File: src/hdl/las_pkg.sv
`timescale 1ns / 1ps
// ----------------------------------------------------------------------------
// las_pkg: shared types and constants of the local alignment score block
// Holds the scoring constants, the controller state type and the command and
// status bundles that pass between the controller and the datapath.
// ----------------------------------------------------------------------------
package las_pkg;

   localparam int MAX_PATTERN_DEF = 32;
   localparam int CHAR_W          = 8;
   localparam int SCORE_W         = 10;
   localparam int CALC_W          = 12;

   typedef logic signed [CALC_W-1:0] calc_type;

   localparam calc_type SCORE_MATCH    = calc_type'(16);
   localparam calc_type SCORE_MISMATCH = calc_type'(-128);
   localparam calc_type SCORE_GAP      = calc_type'(-64);
   localparam calc_type SCORE_MAX      = calc_type'(1023);

   localparam logic KIND_PATTERN = 1'b0;
   localparam logic KIND_KEYWORD = 1'b1;

   typedef enum logic [1:0] {
      ST_IDLE,
      ST_SCAN,
      ST_EMIT
   } las_state_type;

   typedef struct packed {
      logic load;   // store a pattern character
      logic start;  // latch a keyword character and begin a column
      logic scan;   // column sweep in progress
      logic emit;   // load the result register and clear the scoring state
   } dp_cmd_type;

   typedef struct packed {
      logic scan_done;
      logic last;
      logic out_free;
   } dp_sts_type;

endpackage

File: src/hdl/local_alignment_score_top.sv
`timescale 1ns / 1ps
// ----------------------------------------------------------------------------
// local_alignment_score_top: Smith-Waterman local alignment score, linear gap
// Scores streamed keyword characters against a stored pattern.
// ----------------------------------------------------------------------------
// Usage:
// The request channel (req_valid, req_stall, req_kind, req_ch, req_last)
// carries one character per beat. Pattern beats (kind 0) are stored, up to
// MAX_PATTERN characters; a pattern beat after a keyword or after a pattern
// beat marked last begins a new pattern. Keyword beats (kind 1) each compute
// one column of the score matrix. While a keyword beat is processed, requests
// are stalled: the column is swept one row per cycle through the pattern and
// column stores, whose registered reads feed the cell recurrence, and each
// cell result then updates the running best.
// When the sweep of the keyword beat marked last is done, it loads one
// response beat (rsp_score, rsp_hit, rsp_truncated), waiting while the output
// register is full; the running best and the column store are then cleared.
// The response sits in an output register, so new pattern and keyword beats
// are taken while it waits. A further result cannot be loaded until the
// previous one has left; the block stalls its requests until then.
// Synchronous reset empties the pattern, the column store and the result.
// ----------------------------------------------------------------------------
module local_alignment_score_top #(
   parameter int MAX_PATTERN = las_pkg::MAX_PATTERN_DEF
) (
   input  logic                          clock,
   input  logic                          reset,
   input  logic                          req_valid,
   output logic                          req_stall,
   input  logic                          req_kind,
   input  logic [las_pkg::CHAR_W-1:0]    req_ch,
   input  logic                          req_last,
   output logic                          rsp_valid,
   input  logic                          rsp_stall,
   output logic [las_pkg::SCORE_W-1:0]   rsp_score,
   output logic                          rsp_hit,
   output logic                          rsp_truncated
);

   las_pkg::dp_cmd_type cmd;
   las_pkg::dp_sts_type sts;

   las_ctrl u_ctrl (
      .clock     (clock),
      .reset     (reset),
      .req_valid (req_valid),
      .req_kind  (req_kind),
      .req_stall (req_stall),
      .cmd       (cmd),
      .sts       (sts)
   );

   las_dp #(.MAX_PATTERN(MAX_PATTERN)) u_dp (
      .clock         (clock),
      .reset         (reset),
      .req_ch        (req_ch),
      .req_last      (req_last),
      .cmd           (cmd),
      .sts           (sts),
      .rsp_valid     (rsp_valid),
      .rsp_stall     (rsp_stall),
      .rsp_score     (rsp_score),
      .rsp_hit       (rsp_hit),
      .rsp_truncated (rsp_truncated)
   );

   // A result is only loaded when the output register can take it.
   a_emit_free: assert property (@(posedge clock) disable iff (reset)
      cmd.emit |-> sts.out_free)
      else $error("result loaded over a waiting response");

   a_emit_shows: assert property (@(posedge clock) disable iff (reset)
      cmd.emit |=> rsp_valid)
      else $error("loaded result not presented");

   a_start_busy: assert property (@(posedge clock) disable iff (reset)
      cmd.start |=> req_stall)
      else $error("request taken during a column sweep");

   a_one_cmd: assert property (@(posedge clock) disable iff (reset)
      $onehot0({cmd.load, cmd.start, cmd.scan}))
      else $error("conflicting datapath commands");

endmodule

File: src/hdl/las_ram.sv
`timescale 1ns / 1ps
// ----------------------------------------------------------------------------
// las_ram: generic single-port-write, single-port-read RAM
// One write and one registered read per cycle.
// ----------------------------------------------------------------------------
module las_ram #(
   parameter int WIDTH = 8,
   parameter int DEPTH = 32,
   localparam int ADDR_W = (DEPTH > 1) ? $clog2(DEPTH) : 1
) (
   input  logic              clock,
   input  logic              wr_en,
   input  logic [ADDR_W-1:0] wr_addr,
   input  logic [WIDTH-1:0]  wr_data,
   input  logic              rd_en,
   input  logic [ADDR_W-1:0] rd_addr,
   output logic [WIDTH-1:0]  rd_data
);

   logic [WIDTH-1:0] mem_ff [DEPTH];
   logic [WIDTH-1:0] rd_data_ff;

   always_ff @(posedge clock) begin
      if (wr_en) begin
         mem_ff[wr_addr] <= wr_data;
      end
      if (rd_en) begin
         rd_data_ff <= mem_ff[rd_addr];
      end
   end

   assign rd_data = rd_data_ff;

endmodule

File: src/hdl/las_ctrl.sv
`timescale 1ns / 1ps
// ----------------------------------------------------------------------------
// las_ctrl: sequencer of the local alignment score block
// Accepts input beats, starts the column sweep and hands results to the
// output register.
// ----------------------------------------------------------------------------
module las_ctrl (
   input  logic                   clock,
   input  logic                   reset,
   input  logic                   req_valid,
   input  logic                   req_kind,
   output logic                   req_stall,
   output las_pkg::dp_cmd_type    cmd,
   input  las_pkg::dp_sts_type    sts
);

   las_pkg::las_state_type state_ff, state_in;
   logic accept;

   assign accept = req_valid && (state_ff == las_pkg::ST_IDLE);

   always_ff @(posedge clock) begin
      if (reset) begin
         state_ff <= las_pkg::ST_IDLE;
      end else begin
         state_ff <= state_in;
      end
   end

   always_comb begin
      state_in = state_ff;
      unique case (state_ff)
         las_pkg::ST_IDLE: begin
            if (accept && (req_kind == las_pkg::KIND_KEYWORD)) begin
               state_in = las_pkg::ST_SCAN;
            end
         end
         las_pkg::ST_SCAN: begin
            if (sts.scan_done) begin
               if (sts.last && !sts.out_free) begin
                  state_in = las_pkg::ST_EMIT;
               end else begin
                  state_in = las_pkg::ST_IDLE;
               end
            end
         end
         las_pkg::ST_EMIT: begin
            if (sts.out_free) begin
               state_in = las_pkg::ST_IDLE;
            end
         end
         default: state_in = las_pkg::ST_IDLE;
      endcase
   end

   always_comb begin
      cmd       = '0;
      req_stall = 1'b1;
      unique case (state_ff)
         las_pkg::ST_IDLE: begin
            req_stall = 1'b0;
            cmd.load  = accept && (req_kind == las_pkg::KIND_PATTERN);
            cmd.start = accept && (req_kind == las_pkg::KIND_KEYWORD);
         end
         las_pkg::ST_SCAN: begin
            cmd.scan = 1'b1;
            cmd.emit = sts.scan_done && sts.last && sts.out_free;
         end
         las_pkg::ST_EMIT: begin
            cmd.emit = sts.out_free;
         end
         default: begin
            req_stall = 1'b1;
         end
      endcase
   end

endmodule

File: src/hdl/las_dp.sv
`timescale 1ns / 1ps
// ----------------------------------------------------------------------------
// las_dp: datapath of the local alignment score block
// Pattern store, previous-column store, the cell recurrence and the result
// register.
// ----------------------------------------------------------------------------
module las_dp #(
   parameter int MAX_PATTERN = las_pkg::MAX_PATTERN_DEF,
   localparam int AW = (MAX_PATTERN > 1) ? $clog2(MAX_PATTERN) : 1,
   localparam int LW = $clog2(MAX_PATTERN + 1)
) (
   input  logic                          clock,
   input  logic                          reset,
   input  logic [las_pkg::CHAR_W-1:0]    req_ch,
   input  logic                          req_last,
   input  las_pkg::dp_cmd_type           cmd,
   output las_pkg::dp_sts_type           sts,
   output logic                          rsp_valid,
   input  logic                          rsp_stall,
   output logic [las_pkg::SCORE_W-1:0]   rsp_score,
   output logic                          rsp_hit,
   output logic                          rsp_truncated
);

   localparam int SW = las_pkg::SCORE_W;
   localparam int CW = las_pkg::CHAR_W;

   // Pattern state.
   logic [LW-1:0] length_ff, length_in;
   logic          loading_ff, loading_in;
   logic          cut_ff, cut_in;
   logic [LW-1:0] eff_len;
   logic          pat_wr;

   // Keyword character and sweep state.
   logic [CW-1:0] kw_ch_ff;
   logic          kw_last_ff;
   logic [LW-1:0] rd_idx_ff, rd_idx_in;
   logic          rd_issue;
   logic          s1_vld_ff, s1_vld_in;
   logic [AW-1:0] s1_idx_ff, s1_idx_in;
   logic [SW-1:0] diag_ff, diag_in;
   logic [SW-1:0] up_ff, up_in;
   logic [SW-1:0] best_ff, best_in;
   logic [MAX_PATTERN-1:0] col_vld_ff, col_vld_in;

   // Result register.
   logic          rsp_valid_ff, rsp_valid_in;
   logic [SW-1:0] rsp_score_ff;
   logic          rsp_cut_ff;

   logic [CW-1:0] pat_rd;
   logic [SW-1:0] col_rd;
   logic [SW-1:0] left;
   las_pkg::calc_type c_diag, c_up, c_left, c_max;
   logic [SW-1:0] cell_score;
   logic          out_free;

   // A pattern character that arrives outside a load starts a new pattern.
   assign eff_len  = loading_ff ? length_ff : '0;
   assign pat_wr   = cmd.load && (eff_len < LW'(MAX_PATTERN));
   assign rd_issue = cmd.scan && (rd_idx_ff < length_ff);
   assign out_free = !rsp_valid_ff || !rsp_stall;

   las_ram #(.WIDTH(CW), .DEPTH(MAX_PATTERN)) u_pat_ram (
      .clock   (clock),
      .wr_en   (pat_wr),
      .wr_addr (eff_len[AW-1:0]),
      .wr_data (req_ch),
      .rd_en   (rd_issue),
      .rd_addr (rd_idx_ff[AW-1:0]),
      .rd_data (pat_rd)
   );

   las_ram #(.WIDTH(SW), .DEPTH(MAX_PATTERN)) u_col_ram (
      .clock   (clock),
      .wr_en   (s1_vld_ff),
      .wr_addr (s1_idx_ff),
      .wr_data (cell_score),
      .rd_en   (rd_issue),
      .rd_addr (rd_idx_ff[AW-1:0]),
      .rd_data (col_rd)
   );

   // Cell recurrence; an entry not written since the last clear reads as zero.
   always_comb begin
      left   = col_vld_ff[s1_idx_ff] ? col_rd : '0;
      c_diag = las_pkg::calc_type'({2'b00, diag_ff})
               + ((pat_rd == kw_ch_ff) ? las_pkg::SCORE_MATCH : las_pkg::SCORE_MISMATCH);
      c_up   = las_pkg::calc_type'({2'b00, up_ff}) + las_pkg::SCORE_GAP;
      c_left = las_pkg::calc_type'({2'b00, left}) + las_pkg::SCORE_GAP;
      c_max  = '0;
      if (c_diag > c_max) begin
         c_max = c_diag;
      end
      if (c_up > c_max) begin
         c_max = c_up;
      end
      if (c_left > c_max) begin
         c_max = c_left;
      end
      cell_score = (c_max > las_pkg::SCORE_MAX) ? SW'(las_pkg::SCORE_MAX)
                                                : c_max[SW-1:0];
   end

   always_comb begin
      length_in    = length_ff;
      loading_in   = loading_ff;
      cut_in       = cut_ff;
      rd_idx_in    = rd_idx_ff;
      s1_vld_in    = 1'b0;
      s1_idx_in    = s1_idx_ff;
      diag_in      = diag_ff;
      up_in        = up_ff;
      best_in      = best_ff;
      col_vld_in   = col_vld_ff;
      rsp_valid_in = rsp_valid_ff && rsp_stall;

      if (cmd.load) begin
         loading_in = !req_last;
         if (!loading_ff) begin
            cut_in     = 1'b0;
            best_in    = '0;
            col_vld_in = '0;
         end
         if (pat_wr) begin
            length_in = eff_len + LW'(1);
         end else begin
            length_in = eff_len;
            cut_in    = 1'b1;
         end
      end

      if (cmd.start) begin
         loading_in = 1'b0;
         rd_idx_in  = '0;
         diag_in    = '0;
         up_in      = '0;
      end

      if (rd_issue) begin
         rd_idx_in = rd_idx_ff + LW'(1);
         s1_vld_in = 1'b1;
         s1_idx_in = rd_idx_ff[AW-1:0];
      end

      if (s1_vld_ff) begin
         diag_in               = left;
         up_in                 = cell_score;
         col_vld_in[s1_idx_ff] = 1'b1;
         if (cell_score > best_ff) begin
            best_in = cell_score;
         end
      end

      if (cmd.emit) begin
         rsp_valid_in = 1'b1;
         best_in      = '0;
         col_vld_in   = '0;
      end
   end

   always_ff @(posedge clock) begin
      if (reset) begin
         length_ff    <= '0;
         loading_ff   <= 1'b0;
         cut_ff       <= 1'b0;
         s1_vld_ff    <= 1'b0;
         best_ff      <= '0;
         col_vld_ff   <= '0;
         rsp_valid_ff <= 1'b0;
      end else begin
         length_ff    <= length_in;
         loading_ff   <= loading_in;
         cut_ff       <= cut_in;
         s1_vld_ff    <= s1_vld_in;
         best_ff      <= best_in;
         col_vld_ff   <= col_vld_in;
         rsp_valid_ff <= rsp_valid_in;
      end
   end

   always_ff @(posedge clock) begin
      rd_idx_ff <= rd_idx_in;
      s1_idx_ff <= s1_idx_in;
      diag_ff   <= diag_in;
      up_ff     <= up_in;
      if (cmd.start) begin
         kw_ch_ff   <= req_ch;
         kw_last_ff <= req_last;
      end
      if (cmd.emit) begin
         rsp_score_ff <= best_ff;
         rsp_cut_ff   <= cut_ff;
      end
   end

   assign sts.scan_done = (rd_idx_ff == length_ff) && !s1_vld_ff;
   assign sts.last      = kw_last_ff;
   assign sts.out_free  = out_free;

   assign rsp_valid     = rsp_valid_ff;
   assign rsp_score     = rsp_score_ff;
   assign rsp_hit       = (rsp_score_ff != '0);
   assign rsp_truncated = rsp_cut_ff;

endmodule
File: config.mk
export PLATFORM = sky130hd
export DESIGN_NAME = local_alignment_score_top
export DESIGN_NICKNAME = d
export VERILOG_FILES = /design/src/hdl/las_pkg.sv /design/src/hdl/local_alignment_score_top.sv /design/src/hdl/las_ram.sv /design/src/hdl/las_ctrl.sv /design/src/hdl/las_dp.sv
export SDC_FILE = /design/constraint.sdc
export NUM_CORES = 1
export LEC_CHECK = 0
export ABC_AREA = 1
export BUFFER_PORTS_ARGS = -buffer_cell sky130_fd_sc_hd__buf_2
export CAP_MARGIN = 20
export CORE_AREA = 8 8 371 265
export DETAILED_ROUTE_END_ITERATION = 8
export DIE_AREA = 0 0 379 273
export PLACE_DENSITY = 0.55
export SETUP_SLACK_MARGIN = 0.4
export SLEW_MARGIN = 40
export SYNTH_ARGS = -nofsm -noshare
export SYNTH_HDL_FRONTEND = slang
export SYNTH_SLANG_ARGS = --single-unit
export TNS_END_PERCENT = 20
File: constraint.sdc
create_clock -name clock -period 7.2 [get_ports clock]
set_input_delay 1.8 -clock clock [delete_from_list [all_inputs] [get_ports clock]]
set_output_delay 1.8 -clock clock [all_outputs]
set_load 0.01 [all_outputs]
Word-level counts from Yosys, hierarchy flattened:

Memory sizes are Yosys's and may differ from the RTL's. A register that Yosys moved wholly into a read port is not among the register bits.
Index checks and enable logic that the tools add are counted.

* flip-flop bits (word level): 105
* RAM bits: 576
* memories: 2

Memory list
* u_dp.u_col_ram.mem_ff: words 32, width 10, read ports 1, clocked after memory_dff 1, wr ports 1, RTL line las_ram.sv:20 `logic [WIDTH-1:0] mem_ff [DEPTH];`
* u_dp.u_pat_ram.mem_ff: words 32, width 8, read ports 1, clocked after memory_dff 1, wr ports 1, RTL line las_ram.sv:20

* add/sub/neg operators: 5
* magnitude comparators: 9
* equality and inequality tests: 8
* muxes and demuxes: 41
* bitwise gates (word level): 2
* reduce and logical (&&, ||, !) cells: 25

Operator list (number)
* 32-bit 2-to-1 mux: 3
* 10-bit 2-to-1 mux: 9
* 12-bit 2-to-1 mux: 4
* 32-bit bitwise OR: 1
* 11-bit by 7-bit adder with 12-bit output (second input constant): 2
* 12-bit greater-than comparator: 2
* 6-bit 2-to-1 mux: 4
* 11-bit by 12-bit adder with 12-bit output: 1
* 6-bit by 1-bit adder with 6-bit output (second input constant): 2
* 12-bit by 1-bit greater-than comparator with 1-bit output (second input constant): 1
* 12-bit by 11-bit greater-than comparator with 1-bit output (second input constant): 1
* 1-bit 2-to-1 mux: 12
* 1-bit logical AND: 11
* 10-bit greater-than comparator: 1
* 2-bit 2-to-1 mux: 5
* 10-bit nonzero test: 1
* 8-bit == test: 1
* 6-bit == test: 1
* 5-bit by 6-bit < comparator with 1-bit output (second input constant): 1
* 6-bit < comparator: 1
* 6-bit < comparator (second input constant): 1
* 2-bit case mux with 3 select lines: 1
* 1-bit binary-select mux with 5-bit select: 1
* 1-bit demux with 5-bit select: 1
* 14 further kinds: 22

Depth between registers and ports, before layout:

* word-level depth: 14
* gate-level depth with buffers: 59
* gate-level depth less buffers: 56

Cells and area by module:

A second synthesis with hierarchy kept.

* cells, all modules: 2928
* area total of the unflattened synthesis: 30810.8 µm²

Modules (own cells, without submodules)
* las_ram (u_dp.u_col_ram): instances 1, cells each 1140, area an instance 13430.4 µm², sequential area each 9909.5 µm²
* las_ram (u_dp.u_pat_ram): instances 1, cells each 922, area an instance 10866.7 µm², sequential area each 7927.6 µm²
* las_dp: instances 1, cells each 833, area an instance 6309.8 µm², sequential area each 2572.5 µm²
* las_ctrl: instances 1, cells each 33, area an instance 203.9 µm², sequential area each 40.0 µm²

Worst setup path after synthesis:

Ideal clock, no wire load.

* path kind: flip-flop to flip-flop
* start: register u_dp.kw_ch_ff[3]
* end: register u_dp.best_ff[3]
* library setup time: 0.056 ns
* arrival time: 6.620 ns
* slack: 0.524 ns
* cell stages (with the launch flop): 54
* buffers on the path: 4
* clock period less this slack: 6.676 ns
* path through: edfxtp_1 -> xnor2_1 -> nand2_1 -> nor2_1 -> nand2_1 -> ha_1 -> nand2_1 -> nand2_1 -> nand2_1 -> nand2_1 -> nor2_1 -> inv_1 -> nand3_1 -> nand2_1 -> inv_1 -> buf_2 -> nand2_1 -> inv_1 -> [18 not listed] -> nand3_1 -> inv_1 -> clkbuf_1 -> nand3_1 -> nand2_1 -> nand2_1 -> ha_1 -> nand2_1 -> inv_1 -> nand3_1 -> nor3_1 -> o21ai_0 -> o2111ai_1 -> nand3_1 -> clkbuf_1 -> a21oi_1 -> nand2_1 -> inv_1

* cells in the longest elaborated chain, start to end: 14

RTL lines
* from (decl): RTL line las_dp.sv:36 `logic [CW-1:0] kw_ch_ff;`
* from (signal assigned): RTL line las_dp.sv:189 `kw_ch_ff <= req_ch;`
* 8-bit == test *: RTL line las_dp.sv:89 `+ ((pat_rd == kw_ch_ff) ? las_pkg::SCORE_MATCH : las_pkg::SCORE_MISMATCH);`
* 12-bit 2-to-1 mux *: RTL line las_dp.sv:89
* 11-bit by 12-bit adder with 12-bit output *: RTL line las_dp.sv:89
* 12-bit by 1-bit greater-than comparator with 1-bit output: RTL line las_dp.sv:93 `if (c_diag > c_max) begin`
* 12-bit 2-to-1 mux *: RTL line las_dp.sv:93
* 12-bit greater-than comparator: RTL line las_dp.sv:96 `if (c_up > c_max) begin`
* 12-bit 2-to-1 mux *: RTL line las_dp.sv:96
* 12-bit greater-than comparator: RTL line las_dp.sv:99 `if (c_left > c_max) begin`
* 12-bit 2-to-1 mux *: RTL line las_dp.sv:99
* 12-bit by 11-bit greater-than comparator with 1-bit output: RTL line las_dp.sv:102 `cell_score = (c_max > las_pkg::SCORE_MAX) ? SW'(las_pkg::SCORE_MAX)`
* 10-bit 2-to-1 mux *: RTL line las_dp.sv:102
* via u_dp.cell_score[9]: RTL line las_dp.sv:56 `logic [SW-1:0] cell_score;`
* 10-bit greater-than comparator *: RTL line las_dp.sv:151 `if (cell_score > best_ff) begin`
* 10-bit 2-to-1 mux *: RTL line las_dp.sv:151
* 10-bit 2-to-1 mux *: RTL line las_dp.sv:147 `if (s1_vld_ff) begin`
* to (signal assigned): RTL line las_dp.sv:177 `best_ff <= best_in;`
* to (decl): RTL line las_dp.sv:44 `logic [SW-1:0] best_ff, best_in;`

Mark *: on every way through the listed nets, which the timed path passes. The rest lies on a longest branch.
A chain may end at the register's enable or synchronous reset.

Worst setup path after layout:

* start: register u_dp.u_pat_ram.rd_data_ff[2], in the netlist u_dp.u_pat_ram.rd_data[2], read port of u_dp.u_pat_ram.mem_ff
* end: register u_dp.best_ff[1]

* cells in the longest elaborated chain, start to end: 14

RTL lines
* from (decl): RTL line las_ram.sv:21 `logic [WIDTH-1:0] rd_data_ff;`
* 8-bit == test *: RTL line las_dp.sv:89
* 12-bit 2-to-1 mux *: RTL line las_dp.sv:89
* 11-bit by 12-bit adder with 12-bit output *: RTL line las_dp.sv:89
* 12-bit by 1-bit greater-than comparator with 1-bit output: RTL line las_dp.sv:93
* 12-bit 2-to-1 mux *: RTL line las_dp.sv:93
* 12-bit greater-than comparator: RTL line las_dp.sv:96
* 12-bit 2-to-1 mux *: RTL line las_dp.sv:96
* 12-bit greater-than comparator: RTL line las_dp.sv:99
* 12-bit 2-to-1 mux *: RTL line las_dp.sv:99
* 12-bit by 11-bit greater-than comparator with 1-bit output: RTL line las_dp.sv:102
* 10-bit 2-to-1 mux *: RTL line las_dp.sv:102
* via u_dp.cell_score[8]: RTL line las_dp.sv:56
* 10-bit greater-than comparator *: RTL line las_dp.sv:151
* 10-bit 2-to-1 mux *: RTL line las_dp.sv:151
* 10-bit 2-to-1 mux *: RTL line las_dp.sv:147

Marked as above.

==> flow_summary_export.csv <==
group,metric,value,unit
sta,timing.setup.tns,0,ps
route,routed_wl,79700,microns
finish,fill_cells,9153,
placed_design,gp_congestion,0.859,
clocking,h-tree-depth,3,
finish,syn2layout_area_growth,15.9,%
yosys,yosys_warnings,0,
yosys,synth_seq_area_share,69.7,%
global_routing,grt_max_degree,147,
yosys,yosysUniqueCellTypes,45,
placed_design,hpwl,46000,microns
die,core,0.0927,sq mm
route,drcViolationCount,0,
clocking,clk_pin_slew_worst_paths,60,ps
sta,fmax,154,MHz
worst_setup_path,cp.arrival,7060,ps
worst_hold_path,hold_class,"flip-flop to flip-flop",
die,dieArea,0.103,sq mm
die,chipWidth,379,microns
pwr,vdd_drop_max,0.228,mV
global_routing,antenna_found_initial,3,
finish,drive_gt1_share,12.4,%
global_routing,grt_pass1_wl,118000,microns
sta,final_min_period_over_clock_period,90.2,%
sta,finalSetupViolations,0,
pwr,p_seq_share,42.8,%
yosys,postSynthCellCount,2543,
worst_setup_path,reg2reg_depth,52,
die,fp-row-count,94,
finish,layout_common_cells,"edfxtp_1 (645), nor2_1 (401), nand2_1 (321), o21ai_0 (311), inv_1 (118)",
clocking,clock_sinks,699,
die,io_pins,28,
sta,relSlewSlack,42.1,%
yosys,syn_avg_cell_area,11.5,sq um
route,antenna_left,0,
route,vias,19653,
clocking,hold_buffers,0,
worst_setup_path,crit_top_cell,"nand2_1",
finish,fin_nets,2651,
worst_setup_path,cp-start-kind,"flip-flop",
yosys,synthArstFlopShare,0,%
sta,period_minus_slack,6490,ps
pwr,comb_power_share,24.7,%
finish,regArea,0.0204,sq mm
status,outcome,"complete, no violations",
route,drt-pass1-iter-count,5,
yosys,synthesis.nets,2613,
clocking,numCtsBuffers,74,
pwr,internal_power,7870,uW
sta,rsz0062_at_grt,"no",
die,die_y,273,microns
route,wl_per_cell,20.5,microns
route,via_per_inst,5.05,
pwr,clkPwrFrac,32.5,%
clocking,cts_root_buf,"clkbuf_16",
clocking,cts_tree,"done",
finish,multi_input_area,0.00825,sq mm
worst_setup_path,end_kind,"flip-flop",
worst_setup_path,critPathSlowestCell,"edfxtp_1",
yosys,synth_area,0.0293,sq mm
pwr,p_leak,0.0115,uW
route,drtIter0Drc,2150,
sta,skew,23.6,ps
sta,hold_violations,0,
global_routing,grt_remaining_overflow,0,
yosys,yosys_register_bits,699,
worst_setup_path,path_class,"flip-flop to flip-flop",
worst_setup_path,cp.required,7770,ps
die,start_util,31.7,%
pwr,switching_share,32.6,%
worst_setup_path,cpPeakStageDelay,390,ps
flow_run,max-cap-violations,0,
pwr,p_sw,3810,uW
worst_hold_path,whs_path_depth,0,
clocking,clkLatencyLatePin,620,ps
global_routing,grt_pass1_vias,18241,
sta,worst_slew_pin_slew,869,ps
yosys,synth-edff-count,645,
finish,layout_commonest_cell,"edfxtp_1",
sta,whs,440,ps
worst_setup_path,crit_fanout,8,
global_routing,grtUsageTotal,14.8,%
clocking,cts_buffer_depth,3,
pwr,power_density,343,mW/mm^2
placed_design,io_buffers,27,
yosys,synth_ff_type,"edfxtp_1",
sta,drv_slew,0,
==> final cells by class <==
cell class	instances	share of cell area, %
repair inverters	2	0.0405
flip-flops and latches	699	60.2
well taps	1248	4.59
repair buffers	101	2.32
clock inverters	44	1.23
inverters	135	1.58
clock buffers	87	5.78
multi-input cells	1568	24.3
diodes	4	0.0294
==> flip-flops by register name (all words and copies together) (netlist names) <==
name                    flops
u_dp.best_ff               10
u_dp.s1_vld_ff              1
u_dp.kw_ch_ff               8
u_dp.length_ff              6
u_dp.col_vld_ff            32
u_ctrl.state_ff             2
u_dp.cut_ff                 1
u_dp.rsp_truncated          1
u_dp.u_col_ram.rd_data     10
u_dp.rsp_valid              1
u_dp.u_pat_ram.mem_ff     256
u_dp.s1_idx_ff              5
u_dp.u_pat_ram.rd_data      8
u_dp.rd_idx_ff              6
u_dp.up_ff                 10
u_dp.kw_last_ff             1
u_dp.diag_ff               10
u_dp.loading_ff             1
u_dp.u_col_ram.mem_ff     320
u_dp.rsp_score             10
==> worst paths after layout <==
check | to | startpoint | slack, ps
max | u_dp.best_ff[1]$_SDFF_PP0_ | u_dp.u_pat_ram.rd_data[2]$_DFFE_PP_ | 710
min | u_dp.rsp_truncated$_DFFE_PP_ | u_dp.cut_ff$_SDFFE_PP0P_ | 440
max reg2reg | u_dp.best_ff[1]$_SDFF_PP0_ | u_dp.u_pat_ram.rd_data[2]$_DFFE_PP_ | 710
min reg2reg | u_dp.rsp_truncated$_DFFE_PP_ | u_dp.cut_ff$_SDFFE_PP0P_ | 440
==> critical path, delay by kind of cell, from the launching register on <==
kind	cells	cell delay (ps)
simple gates	31	3120
fa+ha+maj	4	1160
buf+inv	10	960
compound gates	6	620
flops	1	390
xor+xnor	1	180
==> what timing repair did <==
| action | in CTS | in global routing |
|---|---|---|
| cloned | 0 | 4 |
| setup buffers | 0 | 18 |
| setup endpoints to repair | 10 | 10 |
| gates resized for setup | 9 | 93 |
| pin swaps | 0 | 39 |
==> power by group through the flow <==
stage,logic (uW),registers (uW),clock network (uW)
6_report,2880,5000,3800
5_1_grt,3150,5010,4010
4_1_cts,2650,4990,3860
3_5_place_dp,2640,5080,0
3_3_place_gp,2610,5080,0
2_1_floorplan,1600,5050,0
==> through the flow <==
stage                     total power [uW]  cell area, sq um  std cells  worst slack, ps  utilization [%]
after floorplan                       6650             29300       2543              524                -
after global placement                7690             30900       3729            -6.77             33.3
after detailed placement              7720             31000       3731             -187             33.5
after CTS                            11500             33400       3862              414             36.1
after global routing                 12200             34000       3884              231             36.7
final                                11700             34000       3888              708             36.7
==> metal layers <==
| layer | global-route usage (%) | vias to the layer above | part of all wire (%) |
|---|---|---|---|
| li1 | - | 9224 | - |
| met1 | 23.3 | 9683 | 50 |
| met2 | 20.4 | 648 | 41 |
| met3 | 3.46 | 98 | 7.4 |
| met4 | 3.14 | 0 | 1.6 |
| met5 | 0 | - | 0 |
==> synth_stat cells (all sizes together), types with 6 or more instances <==
library cell,number,area [sq um]
o21ai,320,1610
nand4,33,206
ha,56,701
nor2,445,1680
edfxtp,645,19400
clkbuf,115,432
buf,27,155
o211ai,17,128
o22ai,89,557
nor3,15,75.1
o221ai,56,490
xnor2,6,52.6
nand3,82,410
inv,130,490
a21oi,72,364
nand2,345,1300
and2,7,43.8
dfxtp,54,1080
==> cell families (layout without fill, tap and decap cells) <==
kind of cell	after synthesis	after routing	share of synthesized area, %
simple gates	934	935	12.8
flops	699	699	69.7
compound gates	567	567	11.1
buf+inv	277	369	3.74
fa+ha+maj	56	56	2.39
xor+xnor	9	9	0.269
other cells	1	5	0.0128
No activity file was read; power rests on OpenSTA's default activity.
